### src/hw/rtl/vmc_pkg.sv
// Shared types, constants and lookup functions for the vending credit and change controller.
package vmc_pkg;

  localparam int NUM_ITEMS_DEF       = 5;
  localparam int STOCK_BITS_DEF      = 8;
  localparam int COIN_COUNT_BITS_DEF = 16;

  localparam int NUM_DENOMS     = 5;
  localparam int NUM_PRICE_REGS = 5;
  localparam int CREDIT_W       = 13;
  localparam int NOTE_W         = 4;
  localparam int DENOM_W        = 3;
  localparam int CFG_IDX_W      = 3;
  localparam int QUOT_W         = 10;
  localparam int PAY_W          = 9;
  localparam int RECIP_W        = 21;
  localparam int RECIP_SHIFT    = 24;
  localparam int STOCK_OUT_W    = 8;

  localparam int COIN_RESET         = 5;
  localparam int STOCK_RESET        = 3;
  localparam int CREDIT_LIMIT_RESET = 5000;
  localparam int NOTE_LIMIT_RESET   = 3;
  localparam logic [NOTE_W-1:0] NOTE_MAX = '1;

  // denomination codes, shared by coin_code and the refund walk
  localparam logic [DENOM_W-1:0] DEN_10   = 3'd0;
  localparam logic [DENOM_W-1:0] DEN_50   = 3'd1;
  localparam logic [DENOM_W-1:0] DEN_100  = 3'd2;
  localparam logic [DENOM_W-1:0] DEN_500  = 3'd3;
  localparam logic [DENOM_W-1:0] DEN_1000 = 3'd4;

  // configuration register indexes
  localparam logic [CFG_IDX_W-1:0] REG_CREDIT_LIMIT = 3'd5;
  localparam logic [CFG_IDX_W-1:0] REG_NOTE_LIMIT   = 3'd6;

  typedef enum logic [1:0] {
    MODE_COIN    = 2'd0,
    MODE_SELECT  = 2'd1,
    MODE_REFUND  = 2'd2,
    MODE_RESTOCK = 2'd3
  } mode_e;

  typedef enum logic [2:0] {
    STAT_OK           = 3'd0,
    STAT_INVALID      = 3'd1,
    STAT_OVER_CREDIT  = 3'd2,
    STAT_NOTE_LIMIT   = 3'd3,
    STAT_SHORT_CREDIT = 3'd4,
    STAT_SOLD_OUT     = 3'd5,
    STAT_CHANGE_SHORT = 3'd6,
    STAT_BAD_COUNT    = 3'd7
  } status_e;

  typedef enum logic [2:0] {
    S_IDLE,
    S_EXEC,
    S_REF_DIV,
    S_REF_PAY,
    S_REF_END,
    S_OUT
  } state_e;

  typedef struct packed {
    mode_e      mode;
    logic [2:0] coin_code;
    logic [2:0] item_index;
    logic [7:0] restock_count;
  } vmc_req_t;

  typedef struct packed {
    status_e             status;
    logic [CREDIT_W-1:0] credit;
    logic                vended;
    logic [7:0]          stock_left;
    logic [2:0]          paid_1000;
    logic [3:0]          paid_500;
    logic [5:0]          paid_100;
    logic [6:0]          paid_50;
    logic [8:0]          paid_10;
  } vmc_rsp_t;

  typedef struct packed {
    logic               start;
    logic               exec;
    logic               ref_div;
    logic               ref_pay;
    logic               ref_end;
    logic               load_out;
    logic [DENOM_W-1:0] denom;
  } vmc_cmd_t;

  function automatic logic [QUOT_W-1:0] denom_value(logic [DENOM_W-1:0] idx);
    logic [QUOT_W-1:0] v;
    case (idx)
      DEN_10:   v = 10'd10;
      DEN_50:   v = 10'd50;
      DEN_100:  v = 10'd100;
      DEN_500:  v = 10'd500;
      DEN_1000: v = 10'd1000;
      default:  v = '0;
    endcase
    return v;
  endfunction

  // ceil(2^24 / value): exact floor division for any 13-bit credit
  function automatic logic [RECIP_W-1:0] denom_recip(logic [DENOM_W-1:0] idx);
    logic [RECIP_W-1:0] r;
    case (idx)
      DEN_10:   r = 21'd1677722;
      DEN_50:   r = 21'd335545;
      DEN_100:  r = 21'd167773;
      DEN_500:  r = 21'd33555;
      DEN_1000: r = 21'd16778;
      default:  r = '0;
    endcase
    return r;
  endfunction

  // most pieces a refund can report per denomination
  function automatic logic [PAY_W-1:0] paid_cap(logic [DENOM_W-1:0] idx);
    logic [PAY_W-1:0] c;
    case (idx)
      DEN_10:   c = 9'd511;
      DEN_50:   c = 9'd127;
      DEN_100:  c = 9'd63;
      DEN_500:  c = 9'd15;
      DEN_1000: c = 9'd7;
      default:  c = '0;
    endcase
    return c;
  endfunction

  function automatic logic [CREDIT_W-1:0] price_reset(int idx);
    logic [CREDIT_W-1:0] p;
    case (idx)
      0:       p = 13'd450;
      1:       p = 13'd500;
      2:       p = 13'd550;
      3:       p = 13'd700;
      default: p = 13'd750;
    endcase
    return p;
  endfunction

endpackage

### src/hw/rtl/vending_credit_and_change_controller_top.sv
// Top level of the vending credit and change controller.
//
//   channel  direction  signals                              moves
//   in       sink       in_valid_i / in_stall_o / in_data_i  one request (vmc_req_t)
//   out      source     out_valid_o / out_stall_i / out_data_o  one result (vmc_rsp_t)
//   cfg      sink       cfg_we_i / cfg_index_i / cfg_wdata_i   register write, no wait
//
// One request at a time. For coin, select and restock the request is executed in
// the execute state and the result is loaded into the output register; for refund
// each of the five denominations takes a reciprocal multiply, then a clamp and pay
// out, then status is settled and the output register is loaded. out_valid_o rises
// with that load, which waits while out_stall_i holds a pending result. The next request is taken after it.
// in_stall_o is low only while the sequencer is idle; a finished result waits in
// the output register while the next request is taken.
// Reset is asynchronous; counts, stock and configuration registers return to their defaults.
module vending_credit_and_change_controller_top import vmc_pkg::*; #(
  parameter int NUM_ITEMS       = NUM_ITEMS_DEF,
  parameter int STOCK_BITS      = STOCK_BITS_DEF,
  parameter int COIN_COUNT_BITS = COIN_COUNT_BITS_DEF
) (
  input  logic                 clk_i,
  input  logic                 rst_ni,
  input  logic                 in_valid_i,
  output logic                 in_stall_o,
  input  vmc_req_t             in_data_i,
  output logic                 out_valid_o,
  input  logic                 out_stall_i,
  output vmc_rsp_t             out_data_o,
  input  logic                 cfg_we_i,
  input  logic [CFG_IDX_W-1:0] cfg_index_i,
  input  logic [CREDIT_W-1:0]  cfg_wdata_i
);

  vmc_cmd_t cmd;

  vmc_ctrl u_ctrl (
    .clk_i       (clk_i),
    .rst_ni      (rst_ni),
    .in_valid_i  (in_valid_i),
    .in_mode_i   (in_data_i.mode),
    .in_stall_o  (in_stall_o),
    .out_valid_o (out_valid_o),
    .out_stall_i (out_stall_i),
    .cmd_o       (cmd)
  );

  vmc_dp #(
    .NUM_ITEMS       (NUM_ITEMS),
    .STOCK_BITS      (STOCK_BITS),
    .COIN_COUNT_BITS (COIN_COUNT_BITS)
  ) u_dp (
    .clk_i       (clk_i),
    .rst_ni      (rst_ni),
    .cmd_i       (cmd),
    .req_i       (in_data_i),
    .cfg_we_i    (cfg_we_i),
    .cfg_index_i (cfg_index_i),
    .cfg_wdata_i (cfg_wdata_i),
    .rsp_o       (out_data_o)
  );

endmodule

### src/hw/rtl/vmc_ctrl.sv
// Controller state machine: request sequencing, refund walk and output handshake.
module vmc_ctrl import vmc_pkg::*; (
  input  logic     clk_i,
  input  logic     rst_ni,
  input  logic     in_valid_i,
  input  mode_e    in_mode_i,
  output logic     in_stall_o,
  output logic     out_valid_o,
  input  logic     out_stall_i,
  output vmc_cmd_t cmd_o
);

  state_e             state_q, state_d;
  logic [DENOM_W-1:0] denom_q, denom_d;
  logic               out_valid_q, out_valid_d;
  logic               out_free;

  assign out_free = !out_valid_q || !out_stall_i;

  always_comb begin
    state_d = state_q;
    denom_d = denom_q;
    case (state_q)
      S_IDLE: begin
        if (in_valid_i) begin
          denom_d = DEN_1000;
          state_d = (in_mode_i == MODE_REFUND) ? S_REF_DIV : S_EXEC;
        end
      end
      S_EXEC:    state_d = S_OUT;
      S_REF_DIV: state_d = S_REF_PAY;
      S_REF_PAY: begin
        denom_d = denom_q - 3'd1;
        state_d = (denom_q == DEN_10) ? S_REF_END : S_REF_DIV;
      end
      S_REF_END: state_d = S_OUT;
      S_OUT: begin
        if (out_free) begin
          state_d = S_IDLE;
        end
      end
      default:   state_d = S_IDLE;
    endcase
  end

  always_comb begin
    cmd_o       = '0;
    cmd_o.denom = denom_q;
    case (state_q)
      S_IDLE:    cmd_o.start    = in_valid_i;
      S_EXEC:    cmd_o.exec     = 1'b1;
      S_REF_DIV: cmd_o.ref_div  = 1'b1;
      S_REF_PAY: cmd_o.ref_pay  = 1'b1;
      S_REF_END: cmd_o.ref_end  = 1'b1;
      S_OUT:     cmd_o.load_out = out_free;
      default:   cmd_o.start    = 1'b0;
    endcase
  end

  always_comb begin
    out_valid_d = out_valid_q;
    if ((state_q == S_OUT) && out_free) begin
      out_valid_d = 1'b1;
    end else if (!out_stall_i) begin
      out_valid_d = 1'b0;
    end
  end

  assign in_stall_o  = (state_q != S_IDLE);
  assign out_valid_o = out_valid_q;

  always_ff @(posedge clk_i or negedge rst_ni) begin
    if (!rst_ni) begin
      state_q     <= S_IDLE;
      denom_q     <= DEN_1000;
      out_valid_q <= 1'b0;
    end else begin
      state_q     <= state_d;
      denom_q     <= denom_d;
      out_valid_q <= out_valid_d;
    end
  end

endmodule

### src/hw/rtl/vmc_dp.sv
// Datapath: configuration, credit, note count, coin store, item stock and result registers.
module vmc_dp import vmc_pkg::*; #(
  parameter int NUM_ITEMS       = NUM_ITEMS_DEF,
  parameter int STOCK_BITS      = STOCK_BITS_DEF,
  parameter int COIN_COUNT_BITS = COIN_COUNT_BITS_DEF
) (
  input  logic                 clk_i,
  input  logic                 rst_ni,
  input  vmc_cmd_t             cmd_i,
  input  vmc_req_t             req_i,
  input  logic                 cfg_we_i,
  input  logic [CFG_IDX_W-1:0] cfg_index_i,
  input  logic [CREDIT_W-1:0]  cfg_wdata_i,
  output vmc_rsp_t             rsp_o
);

  localparam int SumW = ((STOCK_BITS > STOCK_OUT_W) ? STOCK_BITS : STOCK_OUT_W) + 1;
  localparam int CntW = (COIN_COUNT_BITS > QUOT_W) ? COIN_COUNT_BITS : QUOT_W;
  localparam logic [3:0] NumItemsL = 4'(NUM_ITEMS);

  logic [CREDIT_W-1:0]        price_q [NUM_PRICE_REGS];
  logic [CREDIT_W-1:0]        climit_q;
  logic [NOTE_W-1:0]          nlimit_q;
  logic [CREDIT_W-1:0]        credit_q, credit_d;
  logic [NOTE_W-1:0]          notes_q, notes_d;
  logic [COIN_COUNT_BITS-1:0] coins_q [NUM_DENOMS];
  logic [STOCK_BITS-1:0]      stock_q [NUM_ITEMS];
  logic [QUOT_W-1:0]          quot_q;
  vmc_req_t                   req_q;
  vmc_rsp_t                   res_q;
  vmc_rsp_t                   out_q;
  vmc_rsp_t                   out_nx;

  logic [CREDIT_W-1:0]        price_rd;
  logic [STOCK_BITS-1:0]      stock_rd;
  logic [COIN_COUNT_BITS-1:0] coin_rd;
  logic [DENOM_W-1:0]         sel_idx;

  logic                       item_ok, coin_ok, is_note, note_refuse, over, coin_take;
  logic [NOTE_W-1:0]          notes_inc;
  logic [CREDIT_W:0]          credit_add;
  logic [SumW-1:0]            restock_sum, stock_ext;
  logic [STOCK_BITS-1:0]      stock_nx;
  logic [CREDIT_W-1:0]        credit_nx;
  logic [NOTE_W-1:0]          notes_nx;
  status_e                    status_nx;
  logic                       vended_nx;
  logic [STOCK_OUT_W-1:0]     stock_left_nx;

  logic [RECIP_SHIFT+QUOT_W-1:0] prod;
  logic [CntW-1:0]            quot_ext, coin_ext, lim;
  logic [PAY_W-1:0]           pay_n;
  logic [PAY_W+QUOT_W-1:0]    pay_amt;
  logic [CREDIT_W-1:0]        credit_pay;

  always_comb begin
    price_rd = '0;
    for (int i = 0; i < NUM_PRICE_REGS; i++) begin
      if (req_q.item_index == 3'(i)) begin
        price_rd = price_q[i];
      end
    end
    stock_rd = '0;
    for (int i = 0; i < NUM_ITEMS; i++) begin
      if (req_q.item_index == 3'(i)) begin
        stock_rd = stock_q[i];
      end
    end
    sel_idx = cmd_i.ref_pay ? cmd_i.denom : req_q.coin_code;
    coin_rd = '0;
    for (int i = 0; i < NUM_DENOMS; i++) begin
      if (sel_idx == 3'(i)) begin
        coin_rd = coins_q[i];
      end
    end
  end

  // combinational handling of coin, select and restock, applied on exec
  always_comb begin
    item_ok     = ({1'b0, req_q.item_index} < NumItemsL) &&
                  (req_q.item_index < 3'(NUM_PRICE_REGS));
    coin_ok     = (req_q.coin_code < 3'(NUM_DENOMS));
    is_note     = (req_q.coin_code == DEN_1000);
    notes_inc   = (notes_q != NOTE_MAX) ? notes_q + 4'd1 : notes_q;
    note_refuse = is_note && (notes_inc > nlimit_q);
    credit_add  = {1'b0, credit_q} + 14'(denom_value(req_q.coin_code));
    over        = credit_add > {1'b0, climit_q};
    coin_take   = coin_ok && !note_refuse && !over;
    restock_sum = SumW'(stock_rd) + SumW'(req_q.restock_count);

    status_nx     = STAT_OK;
    vended_nx     = 1'b0;
    credit_nx     = credit_q;
    notes_nx      = notes_q;
    stock_nx      = stock_rd;
    stock_left_nx = '0;

    case (req_q.mode)
      MODE_COIN: begin
        if (!coin_ok) begin
          status_nx = STAT_INVALID;
        end else begin
          if (is_note) begin
            notes_nx = notes_inc;
          end
          if (note_refuse) begin
            status_nx = STAT_NOTE_LIMIT;
          end else if (over) begin
            status_nx = STAT_OVER_CREDIT;
          end else begin
            credit_nx = credit_add[CREDIT_W-1:0];
          end
        end
      end
      MODE_SELECT: begin
        if (!item_ok) begin
          status_nx = STAT_INVALID;
        end else if ((stock_rd != '0) && (credit_q >= price_rd)) begin
          stock_nx  = stock_rd - STOCK_BITS'(1);
          credit_nx = credit_q - price_rd;
          vended_nx = 1'b1;
        end else if (stock_rd == '0) begin
          status_nx = STAT_SOLD_OUT;
        end else begin
          status_nx = STAT_SHORT_CREDIT;
        end
      end
      MODE_RESTOCK: begin
        if (!item_ok) begin
          status_nx = STAT_INVALID;
        end else if (req_q.restock_count == '0) begin
          status_nx = STAT_BAD_COUNT;
        end else if (|restock_sum[SumW-1:STOCK_BITS]) begin
          stock_nx = '1;
        end else begin
          stock_nx = restock_sum[STOCK_BITS-1:0];
        end
      end
      default: status_nx = STAT_OK;
    endcase

    stock_ext = SumW'(stock_nx);
    if (item_ok && ((req_q.mode == MODE_SELECT) || (req_q.mode == MODE_RESTOCK))) begin
      stock_left_nx = stock_ext[STOCK_OUT_W-1:0];
    end
  end

  // refund: quotient by reciprocal, then clamp to store and field cap
  always_comb begin
    prod       = (RECIP_SHIFT + QUOT_W)'(credit_q) *
                 (RECIP_SHIFT + QUOT_W)'(denom_recip(cmd_i.denom));
    quot_ext   = CntW'(quot_q);
    coin_ext   = CntW'(coin_rd);
    lim        = (quot_ext < coin_ext) ? quot_ext : coin_ext;
    pay_n      = (lim > CntW'(paid_cap(cmd_i.denom))) ? paid_cap(cmd_i.denom)
                                                      : lim[PAY_W-1:0];
    pay_amt    = (PAY_W + QUOT_W)'(pay_n) * (PAY_W + QUOT_W)'(denom_value(cmd_i.denom));
    credit_pay = credit_q - pay_amt[CREDIT_W-1:0];
  end

  always_comb begin
    out_nx        = res_q;
    out_nx.credit = credit_q;
  end

  always_comb begin
    credit_d = credit_q;
    notes_d  = notes_q;
    if (cmd_i.exec) begin
      credit_d = credit_nx;
      notes_d  = notes_nx;
    end else if (cmd_i.ref_pay) begin
      credit_d = credit_pay;
    end else if (cmd_i.ref_end) begin
      notes_d = '0;
    end
  end

  always_ff @(posedge clk_i or negedge rst_ni) begin
    if (!rst_ni) begin
      for (int i = 0; i < NUM_PRICE_REGS; i++) begin
        price_q[i] <= price_reset(i);
      end
      climit_q <= CREDIT_W'(CREDIT_LIMIT_RESET);
      nlimit_q <= NOTE_W'(NOTE_LIMIT_RESET);
    end else if (cfg_we_i) begin
      for (int i = 0; i < NUM_PRICE_REGS; i++) begin
        if (cfg_index_i == 3'(i)) begin
          price_q[i] <= cfg_wdata_i;
        end
      end
      if (cfg_index_i == REG_CREDIT_LIMIT) begin
        climit_q <= cfg_wdata_i;
      end
      if (cfg_index_i == REG_NOTE_LIMIT) begin
        nlimit_q <= cfg_wdata_i[NOTE_W-1:0];
      end
    end
  end

  always_ff @(posedge clk_i or negedge rst_ni) begin
    if (!rst_ni) begin
      credit_q <= '0;
      notes_q  <= '0;
      for (int i = 0; i < NUM_DENOMS; i++) begin
        coins_q[i] <= COIN_COUNT_BITS'(COIN_RESET);
      end
      for (int i = 0; i < NUM_ITEMS; i++) begin
        stock_q[i] <= STOCK_BITS'(STOCK_RESET);
      end
    end else begin
      credit_q <= credit_d;
      notes_q  <= notes_d;
      for (int i = 0; i < NUM_DENOMS; i++) begin
        if (sel_idx == 3'(i)) begin
          if (cmd_i.exec && (req_q.mode == MODE_COIN) && coin_take && (coin_rd != '1)) begin
            coins_q[i] <= coin_rd + COIN_COUNT_BITS'(1);
          end else if (cmd_i.ref_pay) begin
            coins_q[i] <= coin_rd - COIN_COUNT_BITS'(pay_n);
          end
        end
      end
      for (int i = 0; i < NUM_ITEMS; i++) begin
        if (cmd_i.exec && item_ok && (req_q.item_index == 3'(i))) begin
          stock_q[i] <= stock_nx;
        end
      end
    end
  end

  always_ff @(posedge clk_i) begin
    if (cmd_i.start) begin
      req_q <= req_i;
      res_q <= '0;
    end
    if (cmd_i.exec) begin
      res_q.status     <= status_nx;
      res_q.vended     <= vended_nx;
      res_q.stock_left <= stock_left_nx;
    end
    if (cmd_i.ref_div) begin
      quot_q <= prod[RECIP_SHIFT+QUOT_W-1:RECIP_SHIFT];
    end
    if (cmd_i.ref_pay) begin
      case (cmd_i.denom)
        DEN_1000: res_q.paid_1000 <= pay_n[2:0];
        DEN_500:  res_q.paid_500  <= pay_n[3:0];
        DEN_100:  res_q.paid_100  <= pay_n[5:0];
        DEN_50:   res_q.paid_50   <= pay_n[6:0];
        DEN_10:   res_q.paid_10   <= pay_n;
        default:  res_q.paid_10   <= res_q.paid_10;
      endcase
    end
    if (cmd_i.ref_end) begin
      res_q.status <= (credit_q != '0) ? STAT_CHANGE_SHORT : STAT_OK;
    end
    if (cmd_i.load_out) begin
      out_q <= out_nx;
    end
  end

  assign rsp_o = out_q;

endmodule

### config.mk
export PLATFORM = sky130hd
export DESIGN_NAME = vending_credit_and_change_controller_top
export DESIGN_NICKNAME = d
export VERILOG_FILES = /design/src/hw/rtl/vmc_pkg.sv /design/src/hw/rtl/vending_credit_and_change_controller_top.sv /design/src/hw/rtl/vmc_ctrl.sv /design/src/hw/rtl/vmc_dp.sv
export SDC_FILE = /design/constraint.sdc
export NUM_CORES = 1
export LEC_CHECK = 0
export BUFFER_PORTS_ARGS = -buffer_cell sky130_fd_sc_hd__buf_2
export CORE_MARGIN = 5
export CORE_UTILIZATION = 49
export CTS_CLUSTER_DIAMETER = 150
export DETAILED_ROUTE_END_ITERATION = 12
export PLACE_DENSITY = 0.65
export SLEW_MARGIN = 30
export SYNTH_ARGS = -nofsm -noshare
export SYNTH_HDL_FRONTEND = slang
export SYNTH_SLANG_ARGS = --single-unit
### constraint.sdc
create_clock -name clk_i -period 34.1 [get_ports clk_i]
set_clock_uncertainty 0.2 [all_clocks]
set_input_delay 5.115 -clock clk_i [delete_from_list [all_inputs] [get_ports clk_i]]
set_output_delay 5.115 -clock clk_i [all_outputs]
set_load 0.05 [all_outputs]
# Word-level counts from Yosys, hierarchy flattened
# Cells that the tools add are included.
dict set report word_totals {
  in_bits 37
  output_inout_bits 56
  reg_bits 347
  wordCells 251
}
dict set report op_classes {
  reduce_logical 58
  addsub 9
  multipliers 2
  n_eq_ne 46
  magnitude_cmp 8
  muxes 84
}
# cell n
set ops {}
lappend ops {{$mux 13} 12}
lappend ops {{$mux 16} 8}
lappend ops {{$pmux 21 s5} 1}
lappend ops {{$pmux 10 s5} 2}
lappend ops {{$mux 8} 11}
lappend ops {{$mux 54} 1}
lappend ops {{$mux 3} 15}
lappend ops {{$pmux 9 s5} 1}
lappend ops {{$eq 3x2->1 const B} 12}
lappend ops {{$mul 13x21->34} 1}
lappend ops {{$mux 4} 8}
lappend ops {{$mux 29} 1}
lappend ops {{$reduce_and 2->1} 14}
lappend ops {{$eq 3x3->1 const B} 9}
lappend ops {{$pmux 13 s2} 1}
lappend ops {{$sub 13x13->13} 2}
lappend ops {{$ne 3x3->1 const B} 7}
lappend ops {{$eq 3x1->1 const B} 6}
lappend ops {{$logic_not 3->1} 6}
lappend ops {{$mux 9} 2}
lappend ops {{$pmux 9 s2} 1}
lappend ops {{$add 16x1->16 const B} 1}
lappend ops {{$gt 16x9->1} 1}
lappend ops {{$logic_and 1x1->1} 16}
lappend ops {{38 further kinds} 68}

# Depth between registers and ports, before layout
dict set report depth {
  depth_word 17
  depth_mapped 50
  depth_no_buf 45
}

# By module
# A second synthesis with hierarchy kept.
dict set report hier_totals {
  cells_unflattened 2766
  area_unflattened_um2 28320.9
}
# mod seq_area_each_um2 n_inst area_each_um2 cells_each
set by_module_without_submodules {}
lappend by_module_without_submodules {vmc_dp 8981.1 1 27850.5 2723}
lappend by_module_without_submodules {vmc_ctrl 176.4 1 470.5 43}

# Worst setup path after synthesis
# Ideal clock, no wire load.
dict set report synth_timing {
  kind {reg-to-reg}
  from {register u_ctrl.state_q[0]}
  to {register u_dp.credit_q[12]}
  arrival_time_ps 10907
  setup_time_ps 122
  stages_incl_launch_ff 45
  setup_slack_ps 22872
  period_less_slack_ps 11228
  cell_sequence {dfrtp_1 > clkbuf_1 > nand3b_1 > mux2i_1 > buf_2 > o211ai_1 > o21ai_1 > inv_1 > ha_1 > a21o_1 > a21o_1 > a2111oi_0 > o22a_1 > a21o_1 > or4_4 > buf_6 > buf_2 > mux2i_1 > [... 9 more ...] > buf_1 > a21oi_1 > or2_2 > fa_1 > fa_1 > fa_1 > fa_1 > inv_1 > fa_1 > inv_1 > ha_1 > a21o_1 > o21a_1 > o21a_1 > o211ai_1 > xnor3_1 > mux2i_1 > nand2_1}
}
dict set report synth_between {
  elab_chain_len 17
}
# element line
set synth_lines {}
lappend synth_lines {{start, declared} vmc_ctrl.sv:13} ;# state_e state_q, state_d;
lappend synth_lines {{start signal, assigned} vmc_ctrl.sv:78} ;# state_q <= state_d;
lappend synth_lines {{$eq 3x2->1} vmc_ctrl.sv:49} ;# case (state_q)
lappend synth_lines {{$mux 1} vmc_ctrl.sv:49}
lappend synth_lines {{$mux 3} vmc_dp.sv:69} ;# sel_idx = cmd_i.ref_pay ? cmd_i.denom : req_q.coin_code;
lappend synth_lines {{$logic_not 3->1} vmc_dp.sv:72} ;# if (sel_idx == 3'(i)) begin
lappend synth_lines {{$mux 16 (5 in series)} vmc_dp.sv:72}
lappend synth_lines {{$lt 10x16->1} vmc_dp.sv:154} ;# lim = (quot_ext < coin_ext) ? quot_ext : coin_ext;
lappend synth_lines {{$mux 16} vmc_dp.sv:154}
lappend synth_lines {{$gt 16x9->1} vmc_dp.sv:155} ;# pay_n = (lim > CntW'(paid_cap(cmd_i.denom))) ? paid_cap(cmd_i.denom)
lappend synth_lines {{$mux 9} vmc_dp.sv:155}
lappend synth_lines {{$mul 9x10->13} vmc_dp.sv:157} ;# pay_amt = (PAY_W + QUOT_W)'(pay_n) * (PAY_W + QUOT_W)'(denom_value(cmd_i.denom));
lappend synth_lines {{$sub 13x13->13} vmc_dp.sv:158} ;# credit_pay = credit_q - pay_amt[CREDIT_W-1:0];
lappend synth_lines {{$mux 13} vmc_dp.sv:172} ;# end else if (cmd_i.ref_pay) begin
lappend synth_lines {{$mux 13} vmc_dp.sv:169} ;# if (cmd_i.exec) begin
lappend synth_lines {{end signal, assigned} vmc_dp.sv:212} ;# credit_q <= credit_d;
lappend synth_lines {{end, declared} vmc_dp.sv:24} ;# logic [CREDIT_W-1:0] credit_q, credit_d;
# Several ways; a longest one is shown, not always the timed one. The select of a mux whose other input is x is not followed.
# A chain may end at the register's enable or synchronous reset.

# Final worst setup path
dict set report layout_timing {
  from {register u_ctrl.state_q[1]}
  to {register u_dp.credit_q[12]}
}
# Same word-level chain as after synthesis.

==> results.toml <==
[setup_path]
crit_path_end_kind = "flip-flop"
critPathMaxStageDelay_ps = 790
required_ps = 34350
path_class = "reg -> reg"
critPathSlowestCell = "mux2i_1"
cp_common_cell = "fa_1"
cp.arrival_ps = 13220
start_kind = "flip-flop"
worstPathMaxFanout = 24

[cts]
cts_setup_buffers = 0
cts_num_sinks = 347
cts.clk_slew.worst_paths_ps = 60
cts_root_buf = "clkbuf_16"
cts_tree = "yes"
cts_buffers = 38
cts_hold_buf = 0
post_cts_resized = 0
insertion_delay_ps = 580
htreeDepth = 2
cts_max_path_buffers = 3

[finish]
final_cell_mix = "inv_1 (391), fa_1 (241), nand2_1 (211)"
layout-drive-gt1-share_pct = 17.2
final_nets = 3287
num_antenna_cells = 0
mostFrequentLayoutCell = "inv_1"
area_delta_synth_final_pct = 9.34

[logic_synthesis]
synth-async-reset-ratio_pct = 65.1
ys_ff_latch = 347
synthesis.nets = 3222
synth-edff-count = 101
syn_inst = 2737
seq_area_frac_synth_pct = 32.6
synth_area_mm2 = 0.0281
synth_cell_types = 91
ys.flop_type = "dfrtp_1"
syn_avg_cell_area_um2 = 10.3
yosysWarnings = 0

[timing]
hold_violations = 0
finalCriticalPeriod_ps = 12970
worst_pin_slew_ps = 995
rsz0062_at_grt = "false"
maxSlewViolCount = 0
fmax_ghz = 0.0771
final.setup.tns_ps = 0
slew_headroom_pct = 33.6
setup_viol_count_final = 0
fin_crit_sh_pct = 38.0
worst_hold_slack_ps = 222

[grt]
grt_use_total_pct = 24.1
grt_pass1_wl_um = 120000
antenna_found_initial = 0
grt-ovfl-total = 0
met1_usage_pct = 33.5
gr-usage-met3_pct = 3.12
grt_busiest_layer = "met2"
grt_max_degree = 90
met2_usage_pct = 39.9
grt_pass1_vias = 21400

[run_status]
status = "complete, no violations"

[route]
via_per_inst = 5.73
first_iter_violations = 1686
num_vias = 20600
wl_per_cell_um = 21.2
drtPass1Iterations = 7
routed_wl_um = 76100
drc = 0
final_antenna_net_count = 0

[floorplan]
io_pins = 93
die_area_mm2 = 0.0622
placementRows = 87
coreArea_mm2 = 0.0566
start_util_pct = 49.6
die_w_um = 249
die_y_um = 249

[hold_path]
hold_class = "reg -> reg"

[placement]
port_buffers = 92
gp_congestion = 0.931
place_hpwl_um = 58200

[flow_run]
cap_violations = 0
per-stage QoR:
stage | setup slack, ps | cell area [µm²] | std cells | util [%]
6_report | 21130 | 30700 | 3588 | 54.3
5_1_grt | 20320 | 30700 | 3588 | 54.3
4_1_cts | 21220 | 30700 | 3588 | 54.3
3_5_place_dp | 21280 | 29500 | 3518 | 52.1
3_3_place_gp | 21790 | 29400 | 3517 | 52.0
2_1_floorplan | 22870 | 28100 | 2737 | -
registers in the layout, indices dropped and copies added (netlist names), 10 cells and up, named ones only:
register / flops
u_dp.req_q: 16
u_dp.out_nx: 41
u_dp.credit_q: 12
u_dp.coins_q: 80
u_dp.quot_q: 10
u_dp.price_q: 65
u_dp.rsp_o: 54
u_dp.stock_q: 40
u_dp.climit_q: 13
final timing paths:
check / from / endpoint / slack, ps / cells after the start
worst max-delay path: u_ctrl.state_q[1] / u_dp.credit_q[12] / 21130 / 37
min in group asynchronous: rst_ni / u_dp.coins_q[17] / 4270 / 1
max in group asynchronous: rst_ni / u_dp.stock_q[31] / 27850 / 3
worst min-delay path: u_dp.out_nx[35] / u_dp.rsp_o[35] / 220 / 0
worst max register to register: u_ctrl.state_q[1] / u_dp.credit_q[12] / 21130 / 37
worst min register to register: u_dp.out_nx[35] / u_dp.rsp_o[35] / 220 / 0
logic make-up after synthesis:
family	share of synthesized area, %
compound gates	10.7
fa+ha+maj	26.4
xor+xnor	2.32
mux	10.2
flops	32.6
buf+inv	6.71
simple gates	11.1
synth_stat cells (7+ instances only):
| library cell | n | area, µm² |
|---|---|---|
| a21o_1 | 25 | 188 |
| a21oi_1 | 117 | 586 |
| a222oi_1 | 13 | 130 |
| a22o_1 | 11 | 96.3 |
| a22oi_1 | 21 | 158 |
| a31oi_1 | 12 | 75.1 |
| and2_1 | 42 | 263 |
| and3_1 | 12 | 75.1 |
| clkbuf_1 | 87 | 327 |
| dfrtp_1 | 171 | 4280 |
| dfstp_2 | 55 | 1450 |
| dfxtp_1 | 20 | 400 |
| edfxtp_1 | 101 | 3030 |
| fa_1 | 241 | 4820 |
| ha_1 | 207 | 2590 |
| inv_1 | 391 | 1470 |
| mux2_2 | 191 | 2150 |
| mux2i_1 | 48 | 480 |
| mux4_2 | 8 | 180 |
| nand2_1 | 211 | 792 |
| nand2b_1 | 26 | 163 |
| nand3_1 | 21 | 105 |
| nand4_1 | 15 | 93.8 |
| nor2_1 | 177 | 664 |
| nor2b_1 | 33 | 206 |
| nor3_1 | 48 | 240 |
| nor3b_1 | 11 | 82.6 |
| nor4_1 | 10 | 62.6 |
| o211ai_1 | 8 | 60.1 |
| o21a_1 | 16 | 120 |
| o21ai_0 | 137 | 686 |
| o21ai_1 | 11 | 55.1 |
| o21bai_1 | 10 | 75.1 |
| o22ai_1 | 8 | 50.1 |
| o2bb2ai_1 | 8 | 70.1 |
| or2_2 | 17 | 106 |
| or3_1 | 8 | 50.1 |
| or4_1 | 7 | 52.6 |
| xnor2_1 | 49 | 429 |
| xor2_1 | 20 | 175 |
critical path: cells and delay by family, from the launching register on:
family,cells,cell delay [ps]
flops,1,620
xor+xnor,1,360
fa+ha+maj,8,3530
mux,6,2860
compound gates,13,3350
simple gates,5,1610
buf+inv,4,290
per-layer routing:
metal  part of all wire, %  wire length (µm)
met5                     0                 0
met2                    47             36100
met1                    44             33300
met4                   3.1              2400
met3                   5.6              4250
area by class of cell:
| class | instances | area (µm²) |
|---|---|---|
| clock inverters | 16 | 184 |
| clock buffers | 54 | 1050 |
| well taps | 756 | 946 |
| inverters | 395 | 1480 |
| flip-flops and latches | 347 | 9160 |
| multi-input cells | 1894 | 17200 |
| fillers | 5087 | 25900 |
| repair buffers | 126 | 749 |
Power is not shown: default switching activity piles up to over one toggle a cycle in this logic, so the estimate is an artifact.
